$ cat src/hdl/pe_signature_tag_locator_defines.svh
// Assertion macros for the signature tag locator.
// Included by the top level; relies on clk and arst_n in the including scope.
`ifndef PE_SIGNATURE_TAG_LOCATOR_DEFINES_SVH
`define PE_SIGNATURE_TAG_LOCATOR_DEFINES_SVH

// Same-cycle implication.
`define PESIG_ASSERT_NOW(label, ante, cons, msg) \
	label: assert property (@(posedge clk) disable iff (!arst_n) (ante) |-> (cons)) \
		else $error(msg);

// Next-cycle implication.
`define PESIG_ASSERT_NEXT(label, ante, cons, msg) \
	label: assert property (@(posedge clk) disable iff (!arst_n) (ante) |=> (cons)) \
		else $error(msg);

`endif

$ cat src/hdl/pesig_pkg.sv
// Shared constants and types for the signature tag locator.
// No dependencies; used by the core, the top level and the testbench.
package pesig_pkg;

	localparam logic [15:0] MZ_MAGIC         = 16'h5A4D;
	localparam logic [15:0] ASN1_MAGIC       = 16'h8230;
	localparam logic [31:0] HEADER_FIELD_END = 32'd63;  // last byte of header offset
	localparam logic [31:0] CERT_ADDR_END    = 32'd155; // header + 152 + 3
	localparam logic [31:0] CERT_LEN_END     = 32'd159; // header + 156 + 3
	localparam logic [31:0] ASN1_HDR_END     = 32'd11;  // address + 8 + 3
	localparam logic [31:0] SIZE_PAD_ADD     = 32'd19;
	localparam logic [31:0] PAD_MASK         = 32'h0FFFFFF8;

	localparam int MAX_TAG_BYTES = 2048;
	localparam int TAG_LEN_W     = 12;
	localparam int CLAMP_W       = $clog2(MAX_TAG_BYTES + 1);
	localparam int TLEN_W        = (CLAMP_W > TAG_LEN_W) ? CLAMP_W : TAG_LEN_W;

	localparam int CFG_INDEX_W = 2;
	localparam int CFG_DATA_W  = 32;
	localparam logic [CFG_INDEX_W-1:0] REG_FILE_LENGTH = 2'd0;
	localparam logic [CFG_INDEX_W-1:0] REG_TAG_LENGTH  = 2'd1;

	typedef struct packed {
		logic [7:0] data_byte;
		logic       first_byte;
	} pesig_item_t;

	typedef struct packed {
		logic [31:0] tag_offset;
		logic        tag_found;
		logic        not_executable;
	} pesig_result_t;

endpackage

$ cat src/hdl/pesig_if.sv
// Request channels of the signature tag locator: byte stream in, result out.
// Depends on nothing; its field widths match the structs of pesig_pkg.
interface pesig_byte_if;
	logic       valid;
	logic       ready;
	logic [7:0] data_byte;
	logic       first_byte;

	modport source (output valid, output data_byte, output first_byte, input ready);
	modport sink (input valid, input data_byte, input first_byte, output ready);
endinterface

interface pesig_result_if;
	logic        valid;
	logic        ready;
	logic [31:0] tag_offset;
	logic        tag_found;
	logic        not_executable;

	modport source (output valid, output tag_offset, output tag_found,
		output not_executable, input ready);
	modport sink (input valid, input tag_offset, input tag_found,
		input not_executable, output ready);
endinterface

$ cat src/hdl/pesig_core.sv
// Capture state and next-state logic of the signature tag locator.
// Depends on pesig_pkg. The state registers double as the result register.
module pesig_core (
	input  logic                                clk,
	input  logic                                arst_n,
	input  logic                                step,
	input  pesig_pkg::pesig_item_t              item,
	input  logic [31:0]                         file_length,
	input  logic [pesig_pkg::TAG_LEN_W-1:0]     tag_length,
	output pesig_pkg::pesig_result_t            result
);

	typedef enum logic [1:0] {
		MAGIC_UNKNOWN = 2'd0,
		MAGIC_VALID   = 2'd1,
		MAGIC_INVALID = 2'd2
	} magic_t;

	logic [31:0] byte_pos_q, shift_q, hdr_pos_q, cert_addr_q, found_off_q;
	logic        hdr_known_q, cert_known_q, found_q;
	magic_t      magic_q;

	logic [31:0] byte_pos_d, shift_d, hdr_pos_d, cert_addr_d, found_off_d;
	logic        hdr_known_d, cert_known_d, found_d;
	magic_t      magic_d;

	logic [pesig_pkg::TLEN_W-1:0] tlen;

	always_comb begin
		if (pesig_pkg::TLEN_W'(tag_length) > pesig_pkg::TLEN_W'(pesig_pkg::MAX_TAG_BYTES))
			tlen = pesig_pkg::TLEN_W'(pesig_pkg::MAX_TAG_BYTES);
		else
			tlen = pesig_pkg::TLEN_W'(tag_length);
	end

	// Fields are tested in order magic, header, address, length, ASN.1 header;
	// each test sees what earlier ones captured on the same byte.
	always_comb begin
		logic [31:0] pos;
		logic [31:0] word;
		logic [15:0] size;
		logic [31:0] total;
		logic        bad_magic;
		pos          = item.first_byte ? 32'd0 : byte_pos_q;
		word         = {item.data_byte, (item.first_byte ? 24'd0 : shift_q[31:8])};
		magic_d      = item.first_byte ? MAGIC_UNKNOWN : magic_q;
		hdr_pos_d    = item.first_byte ? 32'd0 : hdr_pos_q;
		hdr_known_d  = item.first_byte ? 1'b0 : hdr_known_q;
		cert_addr_d  = item.first_byte ? 32'd0 : cert_addr_q;
		cert_known_d = item.first_byte ? 1'b0 : cert_known_q;
		found_off_d  = item.first_byte ? 32'd0 : found_off_q;
		found_d      = item.first_byte ? 1'b0 : found_q;
		bad_magic    = 1'b0;
		size         = {word[23:16], word[31:24]};
		total        = (32'(size) + pesig_pkg::SIZE_PAD_ADD) & pesig_pkg::PAD_MASK;

		if (pos == 32'd1) begin
			if (word[31:16] != pesig_pkg::MZ_MAGIC) begin
				magic_d   = MAGIC_INVALID;
				bad_magic = 1'b1;
			end else begin
				magic_d = MAGIC_VALID;
			end
		end

		if (!bad_magic) begin
			if (magic_d == MAGIC_VALID && pos == pesig_pkg::HEADER_FIELD_END
					&& word != 32'd0) begin
				hdr_pos_d   = word;
				hdr_known_d = 1'b1;
			end
			if (hdr_known_d) begin
				if (pos == hdr_pos_d + pesig_pkg::CERT_ADDR_END && word != 32'd0) begin
					cert_addr_d  = word;
					cert_known_d = 1'b1;
				end
				if (pos == hdr_pos_d + pesig_pkg::CERT_LEN_END && word == 32'd0)
					cert_known_d = 1'b0;
			end
			if (cert_known_d && pos == cert_addr_d + pesig_pkg::ASN1_HDR_END
					&& word[15:0] == pesig_pkg::ASN1_MAGIC) begin
				found_off_d = cert_addr_d + total;
				// fit test is done without wrap
				if ({1'b0, found_off_d} + 33'(tlen) <= {1'b0, file_length})
					found_d = 1'b1;
			end
		end

		shift_d    = word;
		byte_pos_d = pos + 32'd1;
	end

	always_ff @(posedge clk or negedge arst_n) begin
		if (!arst_n) begin
			byte_pos_q   <= '0;
			shift_q      <= '0;
			magic_q      <= MAGIC_UNKNOWN;
			hdr_pos_q    <= '0;
			hdr_known_q  <= 1'b0;
			cert_addr_q  <= '0;
			cert_known_q <= 1'b0;
			found_off_q  <= '0;
			found_q      <= 1'b0;
		end else if (step) begin
			byte_pos_q   <= byte_pos_d;
			shift_q      <= shift_d;
			magic_q      <= magic_d;
			hdr_pos_q    <= hdr_pos_d;
			hdr_known_q  <= hdr_known_d;
			cert_addr_q  <= cert_addr_d;
			cert_known_q <= cert_known_d;
			found_off_q  <= found_off_d;
			found_q      <= found_d;
		end
	end

	assign result.tag_offset     = found_off_q;
	assign result.tag_found      = found_q;
	assign result.not_executable = (magic_q == MAGIC_INVALID);

endmodule

$ cat src/hdl/pe_signature_tag_locator.sv
// Signature tag locator: streams an executable one byte per request.
// An accepted byte is held in the input stage register, then its result lands in the result register.
// Throughput: one byte per cycle while results are drained; capture state updates once per byte.
// Stalls only when the input stage and the result register are full and the result waits.
// arst_n clears all capture state, the registers file_length/tag_length and valids.
// Depends on pesig_pkg, pesig_if.sv, pesig_core.sv and the assertion macro header.
`include "pe_signature_tag_locator_defines.svh"

module pe_signature_tag_locator (
	input  logic                               clk,
	input  logic                               arst_n,
	pesig_byte_if.sink                         byte_ch,
	pesig_result_if.source                     result_ch,
	input  logic                               wr_en,
	input  logic [pesig_pkg::CFG_INDEX_W-1:0]  wr_index,
	input  logic [pesig_pkg::CFG_DATA_W-1:0]   wr_data
);

	logic [31:0]                        file_length_q;
	logic [pesig_pkg::TAG_LEN_W-1:0]    tag_length_q;
	logic                               valid_s1;
	pesig_pkg::pesig_item_t             item_s1;
	logic                               out_valid_q;
	logic                               advance;
	pesig_pkg::pesig_result_t           result;

	always_ff @(posedge clk or negedge arst_n) begin
		if (!arst_n) begin
			file_length_q <= '0;
			tag_length_q  <= '0;
		end else if (wr_en) begin
			case (wr_index)
				pesig_pkg::REG_FILE_LENGTH: file_length_q <= wr_data[31:0];
				pesig_pkg::REG_TAG_LENGTH:  tag_length_q  <= wr_data[pesig_pkg::TAG_LEN_W-1:0];
				default: ;
			endcase
		end
	end

	// stage 1 moves into the result register when that is empty or being drained
	assign advance       = valid_s1 && (!out_valid_q || result_ch.ready);
	assign byte_ch.ready = !valid_s1 || !out_valid_q || result_ch.ready;

	always_ff @(posedge clk or negedge arst_n) begin
		if (!arst_n) begin
			valid_s1 <= 1'b0;
		end else if (byte_ch.ready) begin
			valid_s1 <= byte_ch.valid;
		end
	end

	always_ff @(posedge clk) begin
		if (byte_ch.valid && byte_ch.ready) begin
			item_s1.data_byte  <= byte_ch.data_byte;
			item_s1.first_byte <= byte_ch.first_byte;
		end
	end

	always_ff @(posedge clk or negedge arst_n) begin
		if (!arst_n) begin
			out_valid_q <= 1'b0;
		end else if (advance) begin
			out_valid_q <= 1'b1;
		end else if (result_ch.ready) begin
			out_valid_q <= 1'b0;
		end
	end

	pesig_core u_core (
		.clk         (clk),
		.arst_n      (arst_n),
		.step        (advance),
		.item        (item_s1),
		.file_length (file_length_q),
		.tag_length  (tag_length_q),
		.result      (result)
	);

	assign result_ch.valid          = out_valid_q;
	assign result_ch.tag_offset     = result.tag_offset;
	assign result_ch.tag_found      = result.tag_found;
	assign result_ch.not_executable = result.not_executable;

	`PESIG_ASSERT_NOW(a_stall_only_when_full, !byte_ch.ready, valid_s1 && out_valid_q, "input stalled with room in the pipeline")
	`PESIG_ASSERT_NEXT(a_s1_holds, valid_s1 && !advance, valid_s1 && $stable(item_s1), "stage 1 lost its byte while blocked")
	`PESIG_ASSERT_NEXT(a_state_only_on_step, !advance, $stable(result), "capture state changed without a byte moving")

endmodule

$ cat src/flat_wrapper.sv
// flat-port wrapper written by rule: the top's interface ports become plain ports
module pe_signature_tag_locator_flat 
  (clk, arst_n, wr_en, wr_index, wr_data, byte_ch_valid, byte_ch_data_byte, byte_ch_first_byte, byte_ch_ready, result_ch_valid, result_ch_tag_offset, result_ch_tag_found, result_ch_not_executable, result_ch_ready);
  pesig_byte_if byte_ch_i ();
  pesig_result_if result_ch_i ();
  input  logic clk;
  input  logic arst_n;
  input  logic wr_en;
  input  logic [pesig_pkg::CFG_INDEX_W-1:0] wr_index;
  input  logic [pesig_pkg::CFG_DATA_W-1:0] wr_data;
  input wire logic [$bits(byte_ch_i.valid)-1:0] byte_ch_valid;
  input wire logic [$bits(byte_ch_i.data_byte)-1:0] byte_ch_data_byte;
  input wire logic [$bits(byte_ch_i.first_byte)-1:0] byte_ch_first_byte;
  output wire logic [$bits(byte_ch_i.ready)-1:0] byte_ch_ready;
  output wire logic [$bits(result_ch_i.valid)-1:0] result_ch_valid;
  output wire logic [$bits(result_ch_i.tag_offset)-1:0] result_ch_tag_offset;
  output wire logic [$bits(result_ch_i.tag_found)-1:0] result_ch_tag_found;
  output wire logic [$bits(result_ch_i.not_executable)-1:0] result_ch_not_executable;
  input wire logic [$bits(result_ch_i.ready)-1:0] result_ch_ready;
  assign byte_ch_i.valid = byte_ch_valid;
  assign byte_ch_i.data_byte = byte_ch_data_byte;
  assign byte_ch_i.first_byte = byte_ch_first_byte;
  assign byte_ch_ready = byte_ch_i.ready;
  assign result_ch_valid = result_ch_i.valid;
  assign result_ch_tag_offset = result_ch_i.tag_offset;
  assign result_ch_tag_found = result_ch_i.tag_found;
  assign result_ch_not_executable = result_ch_i.not_executable;
  assign result_ch_i.ready = result_ch_ready;
  pe_signature_tag_locator u_core (.clk(clk), .arst_n(arst_n), .byte_ch(byte_ch_i), .result_ch(result_ch_i), .wr_en(wr_en), .wr_index(wr_index), .wr_data(wr_data));
endmodule
$ cat config.mk
export PLATFORM = sky130hd
export DESIGN_NAME = pe_signature_tag_locator_flat
export DESIGN_NICKNAME = d
export VERILOG_FILES = /design/src/hdl/pesig_pkg.sv /design/src/hdl/pesig_if.sv /design/src/hdl/pesig_core.sv /design/src/hdl/pe_signature_tag_locator.sv /design/src/flat_wrapper.sv
export VERILOG_INCLUDE_DIRS = /design/src /design/src/hdl
export SDC_FILE = /design/constraint.sdc
export NUM_CORES = 1
export LEC_CHECK = 0
export BUFFER_PORTS_ARGS = -buffer_cell sky130_fd_sc_hd__buf_2
export CORE_UTILIZATION = 62
export DETAILED_ROUTE_END_ITERATION = 8
export PLACE_DENSITY_LB_ADDON = 0.1
export SLEW_MARGIN = 20
export SYNTH_ARGS = -nofsm -noshare
export SYNTH_HDL_FRONTEND = slang
export SYNTH_HIERARCHICAL = 1
export SYNTH_SLANG_ARGS = --single-unit
$ cat constraint.sdc
create_clock -name clk -period 17.4 [get_ports clk]
set_input_delay 3.48 -clock clk [delete_from_list [all_inputs] [get_ports clk]]
set_output_delay 3.48 -clock clk [all_outputs]
set_load 0.05 [all_outputs]
* Word-level counts from Yosys, hierarchy flattened
Index checks and enable logic that the tools add are counted.
Storage, ports and cells: register bits 220, logic and storage cells 89
Operators by class: reduce and logical (&&, ||, !) cells 19, $lt $le $gt $ge 2, mux-type cells 36, equal/unequal tests 10, add/sub/neg operators 7
Operators with widths (number):
- $mux 32 | 13
- $eq 32x32->1 | 3
- $add 32x8->32 const B | 2
- $add 32x12->33 | 1
- $le 33x32->1 | 1
- $add 32x1->32 const B | 1
- $add 32x17->32 | 1
- $add 32x4->32 const B | 1
- $eq 32x1->1 const B | 1
- $eq 32x6->1 const B | 1
- $logic_not 32->1 | 1
- $reduce_bool 32->1 | 1
- $mux 24 | 1
- $mux 1 | 18
- $add 16x5->17 const B | 1
- $eq 16x16->1 const B | 1
- $ne 16x15->1 const B | 1
- $gt 12x12->1 const B | 1
- $mux 12 | 1
- $logic_and 1x1->1 | 8
- $mux 2 | 3
- $eq 2x1->1 const B | 2
- $reduce_and 2->1 | 2
- $logic_or 1x1->1 | 3
- 4 further kinds | 5

* Logic depth before layout (Yosys ltp)
Gate-level depths: netlist of the first run.
depth in word-level cells 21, mapped depth 78

* By module
Netlist of the first run, hierarchy kept.
Modules (own cells, without submodules):
- pesig_core | area each 16648.5 µm², sequential area each 3928.8 µm², cells each 2111, instances 1
- pe_signature_tag_locator | area each 2023.2 µm², sequential area each 1421.4 µm², cells each 111, instances 1

* Worst setup path after synthesis of the first run
Ideal clock, no wire load.
path type flip-flop to flip-flop, start point register u_core/item_s1[0] in the netlist's numbering, end point register u_core.u_core.found_q, arrival time 15.031 ns, stages on the path, launching flop included 74, setup time 0.095 ns, period minus slack after synthesis 15.126 ns, data required time 17.305 ns, slack 2.274 ns, cell sequence edfxtp_1 > buf_2 > buf_1 > buf_1 > buf_1 > clkbuf_1 > buf_1 > clkbuf_1 > clkbuf_1 > buf_1 > buf_1 > clkbuf_1 > buf_1 > clkbuf_1 > buf_1 > nor2b_1 > ha_1 > and3_1 > [38 not listed] > a21oi_1 > inv_1 > and4_1 > clkbuf_1 > o2111ai_1 > or3_4 > nor3b_2 > xnor2_1 > ha_1 > a21o_1 > a21o_1 > a21oi_1 > o21ai_0 > a21o_1 > a21o_1 > a21oi_1 > a31oi_1 > o31ai_1
On the way: longest elaborated chain between the ends 21, elaborated cells on any way between the ends 49
RTL lines:
- start: declaration | line pe_signature_tag_locator.sv:22 | pesig_pkg::pesig_item_t item_s1;
- $mux 24 | line pesig_core.sv:45 | word = {item.data_byte, (item.first_byte ? 24'd0 : shift_q[31:8])};
- $ne 16x15->1 | line pesig_core.sv:58 | if (word[31:16] != pesig_pkg::MZ_MAGIC) begin
- $mux 2 | line pesig_core.sv:58
- $mux 2 | line pesig_core.sv:57 | if (pos == 32'd1) begin
- $eq 2x1->1 | line pesig_core.sv:67 | if (magic_d == MAGIC_VALID && pos == pesig_pkg::HEADER_FIELD_END
- $logic_and 1x1->1 | line pesig_core.sv:67
- $logic_and 1x1->1 | line pesig_core.sv:68 | && word != 32'd0) begin
- $mux 32 | line pesig_core.sv:67
- [5 not listed]
- $mux 32 | line pesig_core.sv:72 | if (hdr_known_d) begin
- $mux 32 | line pesig_core.sv:66 | if (!bad_magic) begin
- $add 32x17->32 or $add 32x4->32 (tied branches) | line pesig_core.sv:82, pesig_core.sv:80
- $add 32x12->33 or $eq 32x32->1 (tied branches) | line pesig_core.sv:84, pesig_core.sv:80
- $le 33x32->1 or $logic_and 1x1->1 (tied branches) | line pesig_core.sv:84, pesig_core.sv:80
- $mux 1 or $logic_and 1x1->1 (tied branches) | line pesig_core.sv:84, pesig_core.sv:81
- $mux 1 | line pesig_core.sv:80 | if (cert_known_d && pos == cert_addr_d + pesig_pkg::ASN1_HDR_END
- $mux 1 * | line pesig_core.sv:66
- end signal: assignment | line pesig_core.sv:113 | found_q <= found_d;
- end: declaration | line pesig_core.sv:20 | logic hdr_known_q, cert_known_q, found_q;
Mark *: on every way between the ends. The rest lies on a longest branch, timed or not. The select of a mux whose other input is x is not followed. A chain may end at the register's enable or synchronous reset.

* Worst setup path after layout of the first run
Ends and elaborated chain as after synthesis.

==> results of run 1 <==
-- cells in the mapped netlist (21+ instances only) --
cell type,instances,area share
nand2b_1,35,0.012
nor2b_1,68,0.023
inv_1,80,0.016
and3_1,46,0.015
ha_1,58,0.039
clkbuf_1,86,0.017
nand2_1,223,0.045
xor2_1,54,0.025
nand4_1,51,0.017
mux2i_1,83,0.044
o2bb2ai_1,27,0.013
nor4_1,30,0.010
a31oi_1,21,0.0070
a21o_1,28,0.011
or3_1,23,0.0077
o21ai_0,69,0.018
nor2_1,160,0.032
nand3_1,92,0.025
nor3_1,51,0.014
buf_2,21,0.0056
dfrtp_1,203,0.27
mux2_2,79,0.048
xnor2_1,119,0.056
a22o_1,30,0.014
a21oi_1,93,0.025
and2_1,33,0.011
-- power by group through the flow --
stage | clock network [uW] | registers, uW | logic [uW]
floorplan | 0 | 576 | 331
CTS | 544 | 616 | 448
global route | 561 | 623 | 499
finish | 543 | 624 | 468
detailed placement | 0 | 624 | 440
global placement | 0 | 622 | 424
-- sequential cells by signal, summed over array words and instances (netlist names) --
name,flops
u_core/file_length_q,32
u_core/item_s1,9
u_core/result_ch.valid,1
u_core/tag_length_q,12
u_core/u_core/byte_pos_q,32
u_core/u_core/cert_addr_q,32
u_core/u_core/cert_known_q,1
u_core/u_core/found_off_q,32
u_core/u_core/found_q,1
u_core/u_core/hdr_known_q,1
u_core/u_core/hdr_pos_q,32
u_core/u_core/magic_q,2
u_core/u_core/shift_q,24
u_core/valid_s1,1
-- routing by layer --
metal / GRT usage / wire (um)
met1: 0.611 / 27800
met5: 0 / 0
met3: 0.145 / 9760
met2: 0.687 / 30200
met4: 0.176 / 3530
-- worst max path at each step --
stage / endpoint / slack, ns
after floorplan: u_core/u_core/found_q / 2.27
after detailed placement: u_core/u_core/found_q / 4.94
final: u_core/u_core/found_q / 4.57
after global routing: u_core/u_core/found_q / 3.63
after global placement: u_core/u_core/found_q / 5.31
after CTS: u_core/u_core/found_q / 4.85
-- layout make-up --
class | count | area (um2)
inverters | 82 | 308
multi-input cells | 1783 | 12300
repair buffers | 118 | 701
well taps | 390 | 488
fillers | 2372 | 9610
flip-flops and latches | 212 | 5350
clock buffers | 33 | 718
clock inverters | 13 | 119
-- critical path, delay by kind of cell, from the launching register on --
family,cells,cell delay [ns]
XOR/XNOR,2,0.38
adder cells (fa/ha/maj),8,2.61
multiplexers,1,0.33
AO/OA/AOI/OAI,20,3.68
flip-flops,1,0.42
buffers and inverters,5,1.10
AND/OR/NAND/NOR,16,4.20
-- cells by family after synthesis --
kind of cell / count (synthesis)
adders and majority gates: 64
and+or+nand+nor: 907
xor gates and xnor gates: 175
buffers and inverters: 227
DFF: 212
AOI/OAI and AO/OA: 461
muxes: 176
-- stage by stage --
| step | cells | cell area (um2) | setup slack, ns | util |
|---|---|---|---|---|
| after detailed placement | 2585 | 19200 | 4.94 | 0.647 |
| after CTS | 2631 | 20000 | 4.85 | 0.676 |
| after global placement | 2585 | 19200 | 5.31 | 0.647 |
| final | 2631 | 20000 | 4.57 | 0.676 |
| after floorplan | 2222 | 18700 | 2.27 | - |
| after global routing | 2631 | 20000 | 3.63 | 0.676 |
==> impl_results.md, run 1 <==
- R2r startpoint: u_core/item_s1[0]
- Mapped Nets: 2330
- Largest clock skew in the final design: 0.0129 ns
- Remaining number of nets flagged by the antenna check after routing: 0
- Post-synthesis to final-layout area growth: 7.24%
- Aggregate global-route resource usage: 0.457
- Root cell of the clock tree: clkbuf_16
- CP Capture Type: flop
- Number of warning messages in the yosys log: 6
- Detailed Routing Iterations Pass 1: 7
- Class of the most critical setup path: flop to flop
- Fraction of power consumed by sequential logic: 0.382
- Vias in the first global route: 17800
- Tightest hold margin: 0.483 ns
- Hold Path Sink: u_core/u_core/cert_addr_q[26]
- Combinational group share of total power: 0.286
- Total power: 1640 uW
- Commonest cells after routing, fill and taps aside: 222 x nand2_1, 203 x dfrtp_1, 159 x nor2_1
- Worst-path maximum fanout: 123
- Synthesis-stage register bit count: 212
- Unrepaired setup endpoints after global routing: false
- Number of instances on the worst hold path: 2
- Total wire length after detailed routing: 71200 um
- Cts repair resizes: 0
- Delay of the slowest cell on the worst path: 0.67 ns
- Gpl congestion: 1.05
- Antenna violations before repair: 0
- Worst ir drop on vdd: 0.0882 mV
- Minimum clock period after layout: 12.83 ns
- Avg Vias per Cell: 7.13
- Final Slew Violations: 0
- CTS tree: done
- Simple-gate share of the synthesized area: 0.258
- Boundary pin count: 84
- Origin of the worst min-delay path: u_core/u_core/cert_addr_q[26]
- Synth async-reset ratio: 0.958
- Number of hold-repair buffers added at the cts stage: 0
- Fraction of final layout cells with drive strength greater than 1: 0.134
- Mean Syn Cell Area: 8.40 um2
- Clk network pwr share: 0.332
- # DRC: 0
- Die X-Extent: 176 um
- Headroom to the max-slew limit: 0.309
- Mapped Cells: 2222
- Starting utilization of the core area: 0.630
- Cell row count: 63
- Largest net degree at the start of global routing: 124
- Most common cell after layout, fill and taps aside: nand2_1
- Combinational family with the most area after synthesis: simple AND/OR/NAND/NOR gates
- Number of nets in the final layout: 2331
- Floorplan die height: 176 um
- Sequential-to-total area share from yosys stat: 0.287
- Achievable clock frequency: 78.0 MHz
- Number of H-tree branching levels: 1
- Result of the run: finished, final reports clean
- Leakage power total: 0.00854 uW
- Final setup violating endpoints: 0
- Area of the placeable core: 0.0296 mm2
- Total CTS buffers: 26
- Count of cells along the worst register-to-register path: 52
- Pwr dens: 81.7 mW/mm2
- Actual transition at the worst max-transition pin: 1.04 ns
- Fraction of the mapped netlist area in adder cells: 0.0432
- Top_reg_cell synth: dfrtp_1
- Number of antenna cells inserted: 0
- Global-route wire length before repair: 107000 um
- Post-CTS setup buffer count: 0
- Number of distinct standard cells referenced by the synthesized netlist: 113
- Fraction of the cycle the final worst path needs: 0.737
- Half-perimeter wire length after detailed placement: 51000 um
- Setup TNS: 0 ns
- Reg2reg setup slack: 4.57 ns
- Netlist area before placement: 0.0187 mm2
- Origin of the worst setup path: u_core/item_s1[0]
- Endpoint of the lowest-slack register-to-register path: u_core/u_core/found_q
- Kind of path behind the tightest hold check: flop to flop
- Critical Path Start Type: flop
- Worst endpoint data arrival time: 13.28 ns
- Number of max-cap violations: 0
- Share of total power consumed by net switching: 0.368
- Portion of netlist area occupied by mux cells: 0.101
- CP required: 17.85 ns
- Xor/xnor cell area share of the yosys netlist: 0.0832
- Vias: 18800
- Skew-Pair Late Insertion Delay: 0.55 ns
- Number of flops mapped to enable cells by yosys: 9
- Wirelength per Cell: 27.1 um
- Worst-case clock buffer depth: 3
- Input/output buffers: 83
- Clock transition at the registers of the reported paths: 0.06 ns
- Master of the slowest instance on the critical path: or3_1
- Clock tree sinks: 212
- Number of hold violations in the final report: 0
- Switching power total: 602 uW
- Internal power contribution: 1030 uW
- Total congestion overflow after global routing: 0
- Detailed Route Iter0 Violations: 2758
- Synth Area in Compound Gates: 0.175
- Area of the die: 0.0308 mm2
(Power assumes the default switching activity.)
==> run 2, diff against run 1 <==
==> constraint.sdc (replaced) <==
create_clock -name clk -period 12.7 [get_ports clk]
set_input_delay 2.54 -clock clk [delete_from_list [all_inputs] [get_ports clk]]
set_output_delay 2.54 -clock clk [all_outputs]
set_load 0.05 [all_outputs]
==> run 2 against run 1 <==
Net effect: global-route usage grew 1.1 points; non-clock buffer count grew 18; core utilization grew 0.70 points; routed wire length grew 1.8%; sequential share of layout area shrank 0.27 points; worst setup slack lost 4.0 ns; power grew 37%; first-iteration DRC count grew 4.9%; sequential cell count is the same; die area is the same; design area grew 1.0%.
==> impl_results.md, run 2 (synthesis gave the netlist of run 1 again) <==
- Post-CTS setup buffer count: 0
- Total CTS buffers: 25
- Commonest cells after routing, fill and taps aside: 222 x nand2_1, 203 x dfrtp_1, 157 x nor2_1
- Critical Path Start Type: flop
- Worst-path maximum fanout: 10
- Tightest hold margin: 0.493 ns
- Count of cells along the worst register-to-register path: 51
- Detailed Routing Iterations Pass 1: 8
- Leakage power total: 0.00863 uW
- Largest net degree at the start of global routing: 78
- Starting utilization of the core area: 0.630
- Master of the slowest instance on the critical path: a2111oi_4
- Clock transition at the registers of the reported paths: 0.06 ns
- Area of the placeable core: 0.0296 mm2
- Total power: 2230 uW
- Gpl congestion: 1.09
- Minimum clock period after layout: 12.09 ns
- Aggregate global-route resource usage: 0.468
- # DRC: 0
- Input/output buffers: 83
- Clock tree sinks: 212
- Class of the most critical setup path: flop to flop
- Post-synthesis to final-layout area growth: 8.36%
- Actual transition at the worst max-transition pin: 1.09 ns
- Final setup violating endpoints: 0
- Unrepaired setup endpoints after global routing: false
- Delay of the slowest cell on the worst path: 0.83 ns
- Total wire length after detailed routing: 72500 um
- Worst-case clock buffer depth: 3
- Sum of buffers and inverters on the critical path: 3
- Boundary pin count: 84
- Number of gates on the worst path with buffers counted: 51
- Remaining number of nets flagged by the antenna check after routing: 0
- Fraction of the cycle the final worst path needs: 0.952
- Global-route wire length before repair: 110000 um
- Area of the die: 0.0308 mm2
- Most repeated library cell on the critical path: a21oi_1
- Number of hold-repair buffers added at the cts stage: 0
- Worst ir drop on vdd: 0.127 mV
- Vias: 19000
- Antenna violations before repair: 4
- Worst endpoint data arrival time: 12.53 ns
- Most common cell after layout, fill and taps aside: nand2_1
- Cts repair resizes: 0
- Total congestion overflow after global routing: 0
- Fraction of final layout cells with drive strength greater than 1: 0.149
- CP required: 13.15 ns
- Skew-Pair Late Insertion Delay: 0.56 ns
- Pwr dens: 110 mW/mm2
- Half-perimeter wire length after detailed placement: 52100 um
- R2r startpoint: u_core/u_core/shift_q[30]
- CP Capture Type: flop
- Die X-Extent: 176 um
- Number of nets in the final layout: 2348
- Final Slew Violations: 0
- Number of instances on the worst hold path: 1
- Number of hold violations in the final report: 0
- Vias in the first global route: 18400
- Wirelength per Cell: 27.4 um
- Origin of the worst setup path: u_core/u_core/shift_q[30]
- Achievable clock frequency: 82.7 MHz
- Avg Vias per Cell: 7.16
- Origin of the worst min-delay path: u_core/u_core/cert_known_q
- Largest clock skew in the final design: 0.0309 ns
- Result of the run: finished, final reports clean
- Kind of path behind the tightest hold check: flop to flop
- Top Family by Delay on Critical Path: compound AO/OA/AOI/OAI gates
- Floorplan die height: 176 um
- Cell row count: 63
- Number of H-tree branching levels: 1
- Root cell of the clock tree: clkbuf_16
- Setup TNS: 0 ns
- Headroom to the max-slew limit: 0.250
- Number of max-cap violations: 0
- Detailed Route Iter0 Violations: 2892
- CTS tree: done
[run 2: layer usage]
metal / vias to the layer above / global-route usage / wire, um
met5: - / 0 / 58
met4: 6 / 0.241 / 4590
met3: 355 / 0.149 / 10300
met2: 1540 / 0.696 / 30300
met1: 8991 / 0.608 / 27200
li1: 8086 / - / -
[run 2: stage by stage]
step	instances	setup slack [ns]	utilization	cell area, um2
after CTS	2647	0.783	0.682	20200
final	2649	0.613	0.683	20200
after global routing	2647	0.0141	0.682	20200
after detailed placement	2603	0.924	0.655	19400
after floorplan	2222	0.0138	-	18900
after global placement	2603	1.19	0.655	19400
[run 2: worst register-to-register path: cells and delay by family, from the launching register on]
kind                       cells  cell delay, ns
DFF                            1            0.62
and+or+nand+nor               18            4.18
adders and majority gates      5            1.57
xor gates and xnor gates       3            0.47
buffers and inverters          3            0.54
AOI/OAI and AO/OA             22            4.61
[run 2: layout make-up]
cell class / count / area [um2]
diodes: 2 / 5.00
clock buffers: 34 / 709
clock inverters: 10 / 92.6
fillers: 2429 / 9410
inverters: 82 / 308
multi-input cells: 1783 / 12500
flip-flops and latches: 212 / 5350
well taps: 390 / 488
repair buffers: 136 / 823
[run 2: worst paths after layout]
check / to / slack, ns
max in group asynchronous: u_core/u_core/cert_addr_q[30] / 9.30
min: u_core/u_core/cert_known_q / 0.49
min in group asynchronous: u_core/u_core/byte_pos_q[14] / 1.95
min reg2reg: u_core/u_core/cert_known_q / 0.49
max: u_core/u_core/found_q / 0.61
max reg2reg: u_core/u_core/found_q / 0.61
[run 2: power breakdown]
part	switching, uW	total, uW	internal, uW
sequential	106	846	740
combinational	420	664	243
clock	313	724	411
